<file path="config.mk">
export PLATFORM = sky130hd
export DESIGN_NAME = lbas_ctrl
export DESIGN_NICKNAME = d
export VERILOG_FILES = /design/src/rtl/lbas_pkg.sv /design/src/rtl/lbas_ctrl.sv
export SDC_FILE = /design/constraint.sdc
export NUM_CORES = 1
export LEC_CHECK = 0
export BUFFER_PORTS_ARGS = -buffer_cell sky130_fd_sc_hd__buf_4
export CAP_MARGIN = 20
export CELL_PAD_IN_SITES_DETAIL_PLACEMENT = 1
export CELL_PAD_IN_SITES_GLOBAL_PLACEMENT = 2
export CORE_ASPECT_RATIO = 1.5
export CORE_MARGIN = 2
export CORE_UTILIZATION = 24
export CTS_CLUSTER_DIAMETER = 120
export DETAILED_ROUTE_END_ITERATION = 10
export HOLD_SLACK_MARGIN = 0.03
export PLACE_DENSITY = 0.82
export SLEW_MARGIN = 0
export SYNTH_ARGS = -nofsm -noshare
export SYNTH_HDL_FRONTEND = slang
export SYNTH_SLANG_ARGS = --single-unit
</file>
<file path="constraint.sdc">
create_clock -name clock -period 3.7 [get_ports clock]
set_input_delay 0.185 -clock clock [delete_from_list [all_inputs] [get_ports clock]]
set_output_delay 0.185 -clock clock [all_outputs]
set_load 0.1 [all_outputs]
</file>
<file path="src/rtl/lbas_pkg.sv">
`timescale 1ns / 1ps
`default_nettype none

package lbas_pkg;

   // fixed field widths
   localparam int CFG_W       = 11;
   localparam int CSR_IDX_W   = 3;
   localparam int PIX_W       = 8;
   localparam int CHAR_W      = 7;
   localparam int SUM_W       = 28;
   localparam int LUMA_W      = 8;
   localparam int WSUM_W      = 18;
   localparam int RECIP_W     = 19;
   localparam int LUMA_PROD_W = WSUM_W + RECIP_W;
   localparam int LUMA_SHIFT  = 28;
   localparam int SHADE_COUNT = 8;
   localparam int LEVEL_W     = 3;
   localparam int AVG_W       = 8;

   // luma weights, the /1000 is done as a multiply by ceil(2^28/1000)
   localparam logic [WSUM_W-1:0]  LUMA_R     = WSUM_W'(299);
   localparam logic [WSUM_W-1:0]  LUMA_G     = WSUM_W'(587);
   localparam logic [WSUM_W-1:0]  LUMA_B     = WSUM_W'(114);
   localparam logic [RECIP_W-1:0] LUMA_RECIP = RECIP_W'(268436);

   // configuration register indexes
   typedef enum logic [CSR_IDX_W-1:0] {
      REG_IN_WIDTH        = 3'd0,
      REG_IN_HEIGHT       = 3'd1,
      REG_OUT_WIDTH       = 3'd2,
      REG_OUT_HEIGHT      = 3'd3,
      REG_RESIZE_ON       = 3'd4,
      REG_INVERTED_SHADES = 3'd5
   } lbas_reg_type;

   typedef enum logic [3:0] {
      ST_IDLE,
      ST_LUMA,
      ST_SUM,
      ST_CNT_MUL,
      ST_AVG_GO,
      ST_AVG_WAIT,
      ST_EMIT,
      ST_ADV,
      ST_ROW_MUL,
      ST_ROW_GO,
      ST_ROW_WAIT,
      ST_COL_MUL,
      ST_COL_GO,
      ST_COL_WAIT
   } lbas_state_type;

   // operand select of the shared multiplier and divider
   typedef enum logic [1:0] {
      OP_CNT,
      OP_ROW,
      OP_COL
   } lbas_op_type;

   typedef struct packed {
      logic        accept;
      logic        luma_en;
      logic        sum_en;
      logic        mul_en;
      logic        div_start;
      lbas_op_type op;
      logic        load_bound;
      logic        emit;
      logic        advance;
   } lbas_cmd_type;

   typedef struct packed {
      logic cfg_hit;
      logic is_last;
      logic out_free;
      logic adv_col;
      logic adv_row;
      logic div_done;
      logic div_busy;
   } lbas_status_type;

   // shade table "@#%*|-. "
   function automatic logic [CHAR_W-1:0] shade_char(input logic [LEVEL_W-1:0] idx);
      logic [CHAR_W-1:0] c;
      case (idx)
         3'd0:    c = 7'd64;
         3'd1:    c = 7'd35;
         3'd2:    c = 7'd37;
         3'd3:    c = 7'd42;
         3'd4:    c = 7'd124;
         3'd5:    c = 7'd45;
         3'd6:    c = 7'd46;
         default: c = 7'd32;
      endcase
      return c;
   endfunction

endpackage

`default_nettype wire

</file>
<file path="src/rtl/lbas_ctrl.sv">
`timescale 1ns / 1ps
`default_nettype none

module lbas_ctrl (
   input  wire logic                       clock,
   input  wire logic                       reset,
   input  wire logic                       req_valid,
   output logic                            req_ready,
   input  wire lbas_pkg::lbas_status_type  status,
   output lbas_pkg::lbas_cmd_type          cmd
);

   lbas_pkg::lbas_state_type state_ff, state_in;

   always_ff @(posedge clock) begin
      if (reset) begin
         state_ff <= lbas_pkg::ST_ROW_MUL;
      end else begin
         state_ff <= state_in;
      end
   end

   // next state and commands
   always_comb begin
      state_in       = state_ff;
      cmd            = '0;
      cmd.op         = lbas_pkg::OP_CNT;
      req_ready      = 1'b0;
      case (state_ff)
         lbas_pkg::ST_IDLE: begin
            req_ready  = 1'b1;
            cmd.accept = req_valid;
            if (req_valid) begin
               state_in = lbas_pkg::ST_LUMA;
            end
         end
         lbas_pkg::ST_LUMA: begin
            cmd.luma_en = 1'b1;
            state_in    = lbas_pkg::ST_SUM;
         end
         lbas_pkg::ST_SUM: begin
            cmd.sum_en = 1'b1;
            state_in   = status.is_last ? lbas_pkg::ST_CNT_MUL : lbas_pkg::ST_ADV;
         end
         lbas_pkg::ST_CNT_MUL: begin
            cmd.mul_en = 1'b1;
            state_in   = lbas_pkg::ST_AVG_GO;
         end
         lbas_pkg::ST_AVG_GO: begin
            cmd.div_start = 1'b1;
            state_in      = lbas_pkg::ST_AVG_WAIT;
         end
         lbas_pkg::ST_AVG_WAIT: begin
            if (status.div_done) begin
               state_in = lbas_pkg::ST_EMIT;
            end
         end
         lbas_pkg::ST_EMIT: begin
            if (status.out_free) begin
               cmd.emit = 1'b1;
               state_in = lbas_pkg::ST_ADV;
            end
         end
         lbas_pkg::ST_ADV: begin
            cmd.advance = 1'b1;
            if (status.adv_row) begin
               state_in = lbas_pkg::ST_ROW_MUL;
            end else if (status.adv_col) begin
               state_in = lbas_pkg::ST_COL_MUL;
            end else begin
               state_in = lbas_pkg::ST_IDLE;
            end
         end
         lbas_pkg::ST_ROW_MUL: begin
            cmd.op     = lbas_pkg::OP_ROW;
            cmd.mul_en = 1'b1;
            state_in   = lbas_pkg::ST_ROW_GO;
         end
         lbas_pkg::ST_ROW_GO: begin
            cmd.op        = lbas_pkg::OP_ROW;
            cmd.div_start = 1'b1;
            state_in      = lbas_pkg::ST_ROW_WAIT;
         end
         lbas_pkg::ST_ROW_WAIT: begin
            cmd.op = lbas_pkg::OP_ROW;
            if (status.div_done) begin
               cmd.load_bound = 1'b1;
               state_in       = lbas_pkg::ST_COL_MUL;
            end
         end
         lbas_pkg::ST_COL_MUL: begin
            cmd.op     = lbas_pkg::OP_COL;
            cmd.mul_en = 1'b1;
            state_in   = lbas_pkg::ST_COL_GO;
         end
         lbas_pkg::ST_COL_GO: begin
            cmd.op        = lbas_pkg::OP_COL;
            cmd.div_start = 1'b1;
            state_in      = lbas_pkg::ST_COL_WAIT;
         end
         lbas_pkg::ST_COL_WAIT: begin
            cmd.op = lbas_pkg::OP_COL;
            if (status.div_done) begin
               cmd.load_bound = 1'b1;
               state_in       = lbas_pkg::ST_IDLE;
            end
         end
         default: begin
            state_in = lbas_pkg::ST_ROW_MUL;
         end
      endcase
      // a register write restarts the image and recomputes both boundaries
      if (status.cfg_hit) begin
         req_ready      = 1'b0;
         cmd.accept     = 1'b0;
         cmd.sum_en     = 1'b0;
         cmd.emit       = 1'b0;
         cmd.advance    = 1'b0;
         cmd.load_bound = 1'b0;
         state_in       = lbas_pkg::ST_ROW_MUL;
      end
   end

   // checks
   a_idle_div_quiet: assert property (@(posedge clock) disable iff (reset)
      (state_ff == lbas_pkg::ST_IDLE) |-> !status.div_busy)
      else $error("divider still running while waiting for a pixel");

   a_emit_after_div: assert property (@(posedge clock) disable iff (reset)
      cmd.emit |-> !status.div_busy)
      else $error("emit while divider busy");

endmodule

`default_nettype wire

</file>
Word level (Yosys, flattened, before mapping):

Cells that the tools add are included.

* register bits: 4
* input port bits: 10
* output and inout bits: 11
* word-level logic and storage cells: 52

* equal/unequal tests: 18
* muxes and demuxes: 25
* reductions and logical operators: 8

Operators with widths (count)
* case mux 4 bit (14 select lines): 1
* two-way mux 4 bit: 7
* equality test 4 bit, second input constant: 6
* equality test 4 x 3 -> 1 bit, second input constant: 4
* two-way mux 1 bit: 14
* OR reduction 3 bit: 4
* != test 2 bit, second input constant: 5
* equality test 4 x 2 -> 1 bit, second input constant: 2
* two-way mux 3 bit: 2
* AND reduction 5 bit: 1
* equality test 4 x 1 -> 1 bit, second input constant: 1
* zero test 4 bit: 1
* case mux 2 bit (2 select lines): 1
* OR reduction 2 bit: 2

Logic depth before layout (Yosys ltp):

Gate-level depths: netlist (run 1).

* depth after elaboration: 4
* mapped depth: 5

Worst setup path before layout (run 1):

No wires, ideal clock.

* kind: register to output
* from: reg state_ff[2]
* to: out cmd[8] (netlist bit)
* arrival time: 3.545 ns
* required time: 3.515 ns
* path slack: -0.030 ns
* cell stages (with the launch flop): 4
* path buffers: 2
* cell sequence: dfxtp_1 -> buf_6 -> clkbuf_1 -> nor4_1

RTL lines
* from (decl): RTL line lbas_ctrl.sv:13 `lbas_pkg::lbas_state_type state_ff, state_in;`
* from (signal assigned): RTL line lbas_ctrl.sv:17 `state_ff <= lbas_pkg::ST_ROW_MUL;`
* from (signal assigned): RTL line lbas_ctrl.sv:19 `state_ff <= state_in;`
* to (decl): RTL line lbas_ctrl.sv:10 `output lbas_pkg::lbas_cmd_type cmd`

==> results of run 1 <==
==> kinds of logic (layout without fill, tap and decap cells) <==
| kind of cell | after synthesis | count (layout) | synth area share |
|---|---|---|---|
| buf+inv | 8 | 24 | 0.0934 |
| mux | 2 | 2 | 0.0453 |
| flops | 4 | 4 | 0.171 |
| simple gates | 39 | 39 | 0.443 |
| compound gates | 14 | 14 | 0.248 |
==> stage by stage <==
step / hold slack, ns / std cells / cell area (µm²) / util
final: 0.145 / 104 / 631 / 0.344
after global routing: 0.153 / 104 / 631 / 0.344
after CTS: 0.143 / 104 / 631 / 0.344
after detailed placement: 0.398 / 101 / 608 / 0.332
after global placement: 0.392 / 101 / 608 / 0.332
after floorplan: 0.285 / 67 / 475 / -
==> cell usage after synthesis (all sizes together) <==
master | n | share of area
buf | 4 | 0.061
nor3 | 5 | 0.053
nor3b | 1 | 0.016
o2111ai | 1 | 0.019
o41ai | 1 | 0.019
o21ai | 1 | 0.011
clkbuf | 2 | 0.016
o31ai | 1 | 0.027
nor2 | 11 | 0.088
mux2 | 1 | 0.024
mux2i | 1 | 0.021
nand2 | 9 | 0.077
a21oi | 5 | 0.053
nand4 | 2 | 0.027
a32oi | 1 | 0.019
nand3b | 1 | 0.016
and2 | 1 | 0.013
and4bb | 1 | 0.027
nor4 | 1 | 0.013
nand2b | 1 | 0.013
inv | 2 | 0.016
nand4b | 1 | 0.019
dfxtp | 4 | 0.17
nor2b | 1 | 0.013
o21bai | 1 | 0.040
o211ai | 2 | 0.043
and3b | 3 | 0.056
a2111oi | 1 | 0.019
nand3 | 1 | 0.011
==> layout make-up <==
type / count / area, µm² / area share
tap: 21 / 26.3 / 0.0417
timing repair buffer: 19 / 143 / 0.226
clock buffer: 3 / 22.5 / 0.0357
sequential: 4 / 80.1 / 0.127
multi-input combinational: 55 / 352 / 0.558
inverter: 2 / 7.51 / 0.0119
==> where the power goes <==
group / switching (mW) / internal (mW)
sequential: 0.00488 / 0.0446
combinational: 0.0299 / 0.0146
clock: 0.0192 / 0.0364
total: 0.0540 / 0.0956
==> how the worst max path moves through the flow <==
stage,slack (ns),start,cells past startpoint,to
3_5_place_dp,1.87,state_ff[2],4,cmd[2]
2_1_floorplan,0.63,state_ff[2],4,cmd[1]
4_1_cts,1.60,state_ff[2],4,cmd[2]
3_3_place_gp,1.88,state_ff[2],4,cmd[2]
5_1_grt,1.48,state_ff[2],4,cmd[2]
6_report,1.61,state_ff[2],4,cmd[2]
==> critical path, stage by stage, from the launching register on <==
cell	delay, ns
dfxtp_1	0.73
and3b_1	0.36
a21oi_1	0.07
nor3_1	0.19
buf_4	0.32
==> per-layer routing <==
layer	track usage	vias up	routed length, µm
li1	-	275	-
met1	0.197	262	604
met2	0.212	14	736
met3	0.0230	3	42
met4	0.103	0	30
met5	0	-	0
==> flow_summary_export.csv, run 1 <==
group,metric,value,unit
power_and_ir_drop,vdd_drop_max,0.127,mV
sta,setup_slack,1.61,ns
min_path,holdPathEnd,"state_ff[0]",
floorplanning,fp.coreArea,1830,µm²
clock_tree,cts-buffers-inserted,3,
setup_path,endpoint_kind,"primary output",
min_path,min_from,"reset",
setup_path,worstSetupPathType,"register to primary output",
layout,final_cell_mix,"19 x buf_4, 11 x nor2_1, 8 x nand2_1",
setup_path,r2r_cells,4,
grt,grt_overflow,0,
synth,ys_seq_area_frac,0.171,
routing,vias,554,
routing,dr.pass1.iters,4,
floorplanning,die_x,40.1,µm
layout,top_regs,"state_ff: 4 flops",
min_path,hold_depth,2,
routing,wirelength,1.41,mm
synth,ys_seq_elements,4,
routing,avgViaCountPerCell,5.33,
layout,nNetsFinal,95,
floorplanning,fp.dieH,58.2,µm
synth,syn_inst,67,
place,numPortBuffers,19,
sta,max_slew_margin,0.565,
layout,largest-register,"state_ff",
grt,antenna_found_initial,0,
place,routabilityCongestion,0.833,
routing,drt-wirelength-per-cell,13.6,µm
sta,fin_crit_sh,0.564,
grt,grt_pass1_vias,514,
outcome,status,"finished clean",
sta,drv_slew,0,
sta,finalSetupTns,0,ns
power_and_ir_drop,p_leak,0.274,nW
routing,drc,0,
sta,rsz0062_at_grt,"false",
floorplanning,dieArea,2330,µm²
clock_tree,clkTransAtPathRegs,0.04,ns
sta,fin_skew,0.000993,ns
sta,setup_violations,0,
layout,drive_above_1_share,0.349,
floorplanning,start_util,0.256,
power_and_ir_drop,p_per_area,237,nW/µm²
run,maxCapViolations,0,
setup_path,reg2reg_to,"state_ff[2]",
clock_tree,cts_hold_buf,0,
setup_path,cp.required,3.51,ns
layout,final_common_cell,"buf_4",
grt,grtUsageTotal,0.149,
sta,final-hold-violation-count,0,
layout,nFillCells,236,
place,post-place-ws,1.87,ns
clock_tree,clock-root-buffer,"clkbuf_4",
routing,ant_nets,0,
setup_path,r2r_start,"state_ff[2]",
layout,areaGrowthSynthToFinish,34.4,%
synth,ys_types,33,
clock_tree,cts.sinks,4,
sta,worst_pin_slew,0.652,ns
clock_tree,cts_tree,"yes",
grt,grt_max_degree,22,
clock_tree,post-cts-setup-buffers,0,
clock_tree,ctsResizeCount,0,
layout,diodes,0,
setup_path,critPathMaxFanout,21,
clock_tree,clk_path_buf_depth,2,
power_and_ir_drop,design_power_total,0.150,mW
routing,drt_iter0_markers,2,
synth,synth_area,469,µm²
synth,yosysWarnings,0,
clock_tree,cts_max_level,1,
sta,fmax,479,MHz
place,place_hpwl,1.04,mm
min_path,hold_path.class,"input pin to register",
sta,fin_crit,2.09,ns
grt,grt_pass1_wl,2.39,mm
floorplanning,io_pins,21,
floorplanning,rows,19,
synth,avgSynthCellArea,7.00,µm²
setup_path,rrSetupSlack,2.08,ns
layout,largest_reg_flops,4,
setup_path,cp-start-kind,"register",
setup_path,critPathArrivalTime,1.90,ns
clock_tree,clk_latency,0.24,ns
synth,syn_nets,77,
Power figures use the tool's default switching activity.
==> run 2: changes to the inputs <==
--- a/config.mk
+++ b/config.mk
@@ -11,11 +11,11 @@
 export CELL_PAD_IN_SITES_GLOBAL_PLACEMENT = 2
 export CORE_ASPECT_RATIO = 1.5
 export CORE_MARGIN = 2
-export CORE_UTILIZATION = 24
+export CORE_UTILIZATION = 22
 export CTS_CLUSTER_DIAMETER = 120
 export DETAILED_ROUTE_END_ITERATION = 10
 export HOLD_SLACK_MARGIN = 0.03
-export PLACE_DENSITY = 0.82
+export PLACE_DENSITY = 0.76
 export SLEW_MARGIN = 0
 export SYNTH_ARGS = -nofsm -noshare
 export SYNTH_HDL_FRONTEND = slang
==> constraint.sdc (replaced) <==
create_clock -name clock -period 1.95 [get_ports clock]
set_input_delay 0.0975 -clock clock [delete_from_list [all_inputs] [get_ports clock]]
set_output_delay 0.0975 -clock clock [all_outputs]
set_load 0.1 [all_outputs]
==> flow_summary_export.csv, run 2 (synthesis results as in run 1) <==
group,metric,value,unit
setup_path,worst-path-buf-inv,1,
floorplanning,die_x,41.7,µm
sta,max_slew_margin,0.762,
power_and_ir_drop,p_comb_frac,0.333,
place,post-place-ws,0.425,ns
place,place_inst,107,
setup_path,cp-start-kind,"register",
run,maxCapViolations,0,
routing,wirelength,1.56,mm
clock_tree,post-cts-setup-buffers,0,
sta,rsz0062_at_grt,"false",
layout,largest_reg_flops,4,
routing,vias,573,
power_and_ir_drop,p_seq_frac,0.310,
place,place_hpwl,1.23,mm
setup_path,path_cells,"and3b_1 -> a21oi_1 -> nor3_4 -> buf_4",
min_path,min_from,"reset",
grt,antenna_found_initial,0,
sta,worst_pin_slew,0.348,ns
clock_tree,cts_hold_buf,0,
clock_tree,cts_max_level,1,
sta,fmax,582,MHz
power_and_ir_drop,power.switching,0.107,mW
setup_path,worstSetupPathType,"register to primary output",
grt,grtUsageTotal,0.133,
power_and_ir_drop,design_power_total,0.293,mW
min_path,hold_path.class,"input pin to register",
power_and_ir_drop,p_sw_frac,0.366,
clock_tree,cts-buffers-inserted,3,
power_and_ir_drop,p_int,0.185,mW
sta,fin_crit_sh,0.882,
layout,final_common_cell,"buf_4",
power_and_ir_drop,p_per_area,399,nW/µm²
grt,grt_pass1_vias,559,
place,dpl-instance-area,711,µm²
layout,areaGrowthSynthToFinish,56.3,%
place,routabilityCongestion,0.799,
clock_tree,clock-root-buffer,"clkbuf_4",
setup_path,crit_start,"state_ff[0]",
layout,final_cells,110,
grt,grt_pass1_wl,2.57,mm
setup_path,cp.required,1.85,ns
floorplanning,start_util,0.231,
layout,drive_above_1_share,0.489,
clock_tree,clk_latency,0.24,ns
setup_path,max_stage_delay,0.50,ns
sta,fin_crit,1.72,ns
layout,largest-register,"state_ff",
place,numPortBuffers,19,
clock_tree,cts_tree,"yes",
clock_tree,clk_path_buf_depth,2,
floorplanning,dieArea,2530,µm²
floorplanning,fp.dieH,60.6,µm
clock_tree,ctsResizeCount,0,
sta,fin_skew,0.00501,ns
setup_path,critPathSlowestCell,"dfxtp_1",
routing,drc,0,
layout,top_regs,"state_ff: 4 flops",
layout,nNetsFinal,100,
grt,grt_max_degree,12,
layout,diodes,0,
clock_tree,clkTransAtPathRegs,0.04,ns
routing,ant_nets,0,
setup_path,critPathArrivalTime,1.62,ns
layout,fin_area,733,µm²
sta,drv_slew,0,
grt,grt_overflow,0,
layout,final_cell_mix,"24 x buf_4, 8 x nand2_1, 7 x nor2_1",
power_and_ir_drop,p_leak,0.324,nW
power_and_ir_drop,vdd_drop_max,0.219,mV
floorplanning,fp.coreArea,2030,µm²
setup_path,cp_top_family,"flip-flops",
routing,avgViaCountPerCell,5.21,
sta,final-hold-violation-count,0,
setup_path,r2r_start,"state_ff[1]",
sta,setup_slack,0.231,ns
outcome,status,"finished clean",
layout,nFillCells,265,
clock_tree,cts.sinks,4,
floorplanning,rows,20,
setup_path,endpoint_kind,"primary output",
routing,dr.pass1.iters,2,
power_and_ir_drop,clock_power_share,0.356,
sta,setup_violations,0,
routing,drt_iter0_markers,3,
setup_path,critPathMaxFanout,8,
floorplanning,io_pins,21,
routing,drt-wirelength-per-cell,14.2,µm
sta,finalSetupTns,0,ns
[run 2: changes by cell type in the layout (fill, tap and decap cells not counted), sizes merged]
cell,before,now
buf,19,24
[run 2: stage by stage]
step | hold WS (ns) | utilization
6_report | 0.0717 | 0.362
2_1_floorplan | 0.197 | -
5_1_grt | 0.0689 | 0.362
3_5_place_dp | 0.313 | 0.351
3_3_place_gp | 0.325 | 0.351
4_1_cts | 0.0656 | 0.362
[run 2: layout make-up]
type / count / area (µm²) / share of cell area
Clock buffer: 3 / 22.5 / 0.0307
Inverter: 2 / 7.51 / 0.0102
Multi-Input combinational cell: 55 / 415 / 0.567
Sequential cell: 4 / 80.1 / 0.109
Tap cell: 22 / 27.5 / 0.0375
Timing Repair Buffer: 24 / 180 / 0.246
[run 2: worst paths after layout]
| check | endpoint | slack [ns] | depth (start not counted) |
|---|---|---|---|
| worst max-delay path | cmd[2] | 0.23 | 4 |
| worst min-delay path | state_ff[0] | 0.07 | 2 |
| worst max register to register | state_ff[2] | 0.41 | 5 |
| worst min register to register | state_ff[2] | 0.69 | 2 |
[run 2: layer usage]
layer / track usage / up-vias / routed length (µm)
met2: 0.254 / 14 / 804
met1: 0.148 / 268 / 683
met3: 0.0238 / 2 / 53
met5: 0 / - / 0
li1: - / 289 / -
met4: 0.0415 / 0 / 15
[run 2: power groups by stage]
| stage | sequential (mW) | combinational, mW | clock [mW] |
|---|---|---|---|
| 3_3_place_gp | 0.0923 | 0.0963 | 0 |
| 5_1_grt | 0.0912 | 0.103 | 0.121 |
| 2_1_floorplan | 0.0867 | 0.0699 | 0 |
| 6_report | 0.0908 | 0.0975 | 0.104 |
| 4_1_cts | 0.0908 | 0.0977 | 0.109 |
| 3_5_place_dp | 0.0921 | 0.0973 | 0 |
==> run 3: changes to the inputs <==
--- a/config.mk
+++ b/config.mk
@@ -5,6 +5,7 @@
 export SDC_FILE = /design/constraint.sdc
 export NUM_CORES = 1
 export LEC_CHECK = 0
+export ABC_AREA = 1
 export BUFFER_PORTS_ARGS = -buffer_cell sky130_fd_sc_hd__buf_4
 export CAP_MARGIN = 20
 export CELL_PAD_IN_SITES_DETAIL_PLACEMENT = 1
@@ -15,7 +16,7 @@
 export CTS_CLUSTER_DIAMETER = 120
 export DETAILED_ROUTE_END_ITERATION = 10
 export HOLD_SLACK_MARGIN = 0.03
-export PLACE_DENSITY = 0.76
+export PLACE_DENSITY = 0.79
 export SLEW_MARGIN = 0
 export SYNTH_ARGS = -nofsm -noshare
 export SYNTH_HDL_FRONTEND = slang
==> flow_summary_export.csv, run 3 <==
group,metric,value,unit
synth,synth_simple_gate_area_frac,0.509,
setup_path,cp-start-kind,"register",
setup_path,critPathArrivalTime,1.66,ns
layout,areaGrowthSynthToFinish,43.9,%
setup_path,critPathSlowestCell,"dfxtp_1",
setup_path,path_cells,"inv_4 -> nor2_2 -> nand2_2 -> a211oi_4 -> buf_6",
place,post-place-ws,0.372,ns
clock_tree,clk_latency,0.24,ns
synth,synthMuxAreaShare,0,
layout,fin_area,722,µm²
sta,fin_crit,1.75,ns
sta,max_slew_margin,0.745,
floorplanning,die_x,43.0,µm
grt,grt_pass1_wl,2.75,mm
clock_tree,cts-buffers-inserted,3,
floorplanning,io_pins,21,
sta,final-hold-violation-count,0,
grt,use_met3,0.0260,
clock_tree,cts_max_level,1,
routing,avgViaCountPerCell,4.73,
synth,ys_types,21,
sta,fin_skew,0.00632,ns
synth,synth_area_leader_cell,"dfxtp_1",
synth,synth.most_common_cell,"nand2_1",
run,maxCapViolations,0,
floorplanning,fp.dieH,62.5,µm
synth,synth_commonest_cells,"15 x nand2_1, 12 x nor2_1, 9 x nand3_1",
power_and_ir_drop,vdd_drop_max,0.113,mV
sta,fin_crit_sh,0.899,
routing,wirelength,1.59,mm
grt,grtUsageTotal,0.133,
routing,drt_iter0_markers,7,
synth,avgSynthCellArea,5.90,µm²
floorplanning,fp.coreArea,2210,µm²
sta,setup_violations,0,
clock_tree,cts_tree,"yes",
routing,drc,0,
synth,yosysWarnings,0,
setup_path,cp.required,1.85,ns
synth,synth-compound-area-share,0.155,
clock_tree,ctsResizeCount,0,
min_path,hold_path.class,"input pin to register",
synth,synth_top_area_share,0.160,
floorplanning,start_util,0.227,
setup_path,max_stage_delay,0.54,ns
setup_path,critPathMaxFanout,8,
synth,syn_nets,95,
synth,synth-async-reset-ratio,0,
sta,drv_slew,0,
grt,grtUsageMet2,0.242,
synth,synth-xor-area-share,0,
layout,final_core_util,0.327,
layout,largest-register,"state_ff",
place,numPortBuffers,19,
layout,final_common_cell,"buf_4",
routing,vias,605,
place,routabilityCongestion,0.791,
layout,drive_above_1_share,0.457,
layout,diodes,0,
routing,dr.pass1.iters,4,
synth,ys_seq_area_frac,0.160,
place,dpl-instance-area,694,µm²
sta,worst_pin_slew,0.383,ns
sta,fmax,570,MHz
setup_path,worstSetupPathType,"register to primary output",
sta,rsz0062_at_grt,"false",
sta,setup_slack,0.197,ns
power_and_ir_drop,design_power_total,0.295,mW
setup_path,endpoint_kind,"primary output",
clock_tree,clk_path_buf_depth,2,
floorplanning,rows,21,
grt,busiest_layer,"met2",
grt,grt_max_degree,11,
synth,synth_area,502,µm²
clock_tree,cts_hold_buf,0,
synth,ys_seq_elements,4,
layout,top_regs,"state_ff: 4 flops",
layout,final_cell_mix,"19 x buf_4, 15 x nand2_1, 9 x nor2_1, 9 x nand3_1, 8 x inv_1",
outcome,status,"finished clean",
place,place_hpwl,1.29,mm
synth,ys_top_cells_by_area,"dfxtp_1 16%, nand2_1 11%, nand3_1 9.0%",
clock_tree,clkTransAtPathRegs,0.04,ns
grt,antenna_found_initial,0,
power_and_ir_drop,p_leak,0.368,nW
floorplanning,dieArea,2690,µm²
clock_tree,clock-root-buffer,"clkbuf_4",
power_and_ir_drop,p_per_area,409,nW/µm²
clock_tree,post-cts-setup-buffers,0,
synth,synthFlopType,"dfxtp_1",
clock_tree,cts.sinks,4,
routing,ant_nets,0,
routing,drt-wirelength-per-cell,12.4,µm
grt,grt_overflow,0,
synth,syn_inst,85,
grt,grt_pass1_vias,653,
synth,synth_top_family_by_area,"simple AND/OR/NAND/NOR gates",
layout,nFillCells,307,
synth,synth_edf_count,0,
grt,grt_use_met1,0.142,
layout,largest_reg_flops,4,
layout,nNetsFinal,117,
synth,synthAdderAreaFrac,0,
[run 3: changes by cell type in the layout (fill, tap and decap cells not counted), sizes merged, moves of 3 or more]
cell,previous run,this run
and3b,3,0
nand2,9,20
nand3,1,10
nor2,11,16
buf,24,20
inv,2,14
[run 3: worst paths after layout]
kind	from	endpoint	slack, ns	cells past startpoint
max	state_ff[1]	cmd[2]	0.20	5
min	reset	state_ff[3]	0.07	3
max reg2reg	state_ff[1]	state_ff[2]	0.56	8
min reg2reg	state_ff[2]	state_ff[2]	0.58	2
[run 3: final cells by class]
cell class | instances | area (µm²) | share of cell area
inverters | 14 | 55.1 | 0.0763
repair buffers | 20 | 154 | 0.213
multi-input cells | 64 | 380 | 0.527
flip-flops and latches | 4 | 81.3 | 0.113
well taps | 23 | 28.8 | 0.0399
clock buffers | 3 | 22.5 | 0.0312
[run 3: metrics by stage]
stage,instances,hold slack (ns),TNS [ns]
after detailed placement,125,0.320,0
after global routing,128,0.0772,0
after floorplan,85,0.219,-1.03
after global placement,125,0.320,0
final,128,0.0692,0
after CTS,128,0.0648,0
[run 3: power breakdown]
part / switching (mW) / total, mW / internal [mW]
clock: 0.0371 / 0.106 / 0.0690
sequential: 0.00655 / 0.0913 / 0.0847
combinational: 0.0694 / 0.0977 / 0.0283
total: 0.113 / 0.295 / 0.182
[run 3: cell families after synthesis]
group / Yosys count
AO/OA/AOI/OAI: 13
buffers and inverters: 17
flip-flops: 4
AND/OR/NAND/NOR: 51
[run 3: critical path: cells and delay by family (launching register included)]
family / cells / cell delay, ns
DFF: 1 / 0.54
buffers and inverters: 2 / 0.31
and+or+nand+nor: 2 / 0.31
AOI/OAI and AO/OA: 1 / 0.26
[run 3: layer usage]
| layer | routed length [µm] | up-vias |
|---|---|---|
| li1 | - | 316 |
| met1 | 636 | 275 |
| met2 | 887 | 12 |
| met3 | 47 | 2 |
| met4 | 16 | 0 |
| met5 | 0 | - |
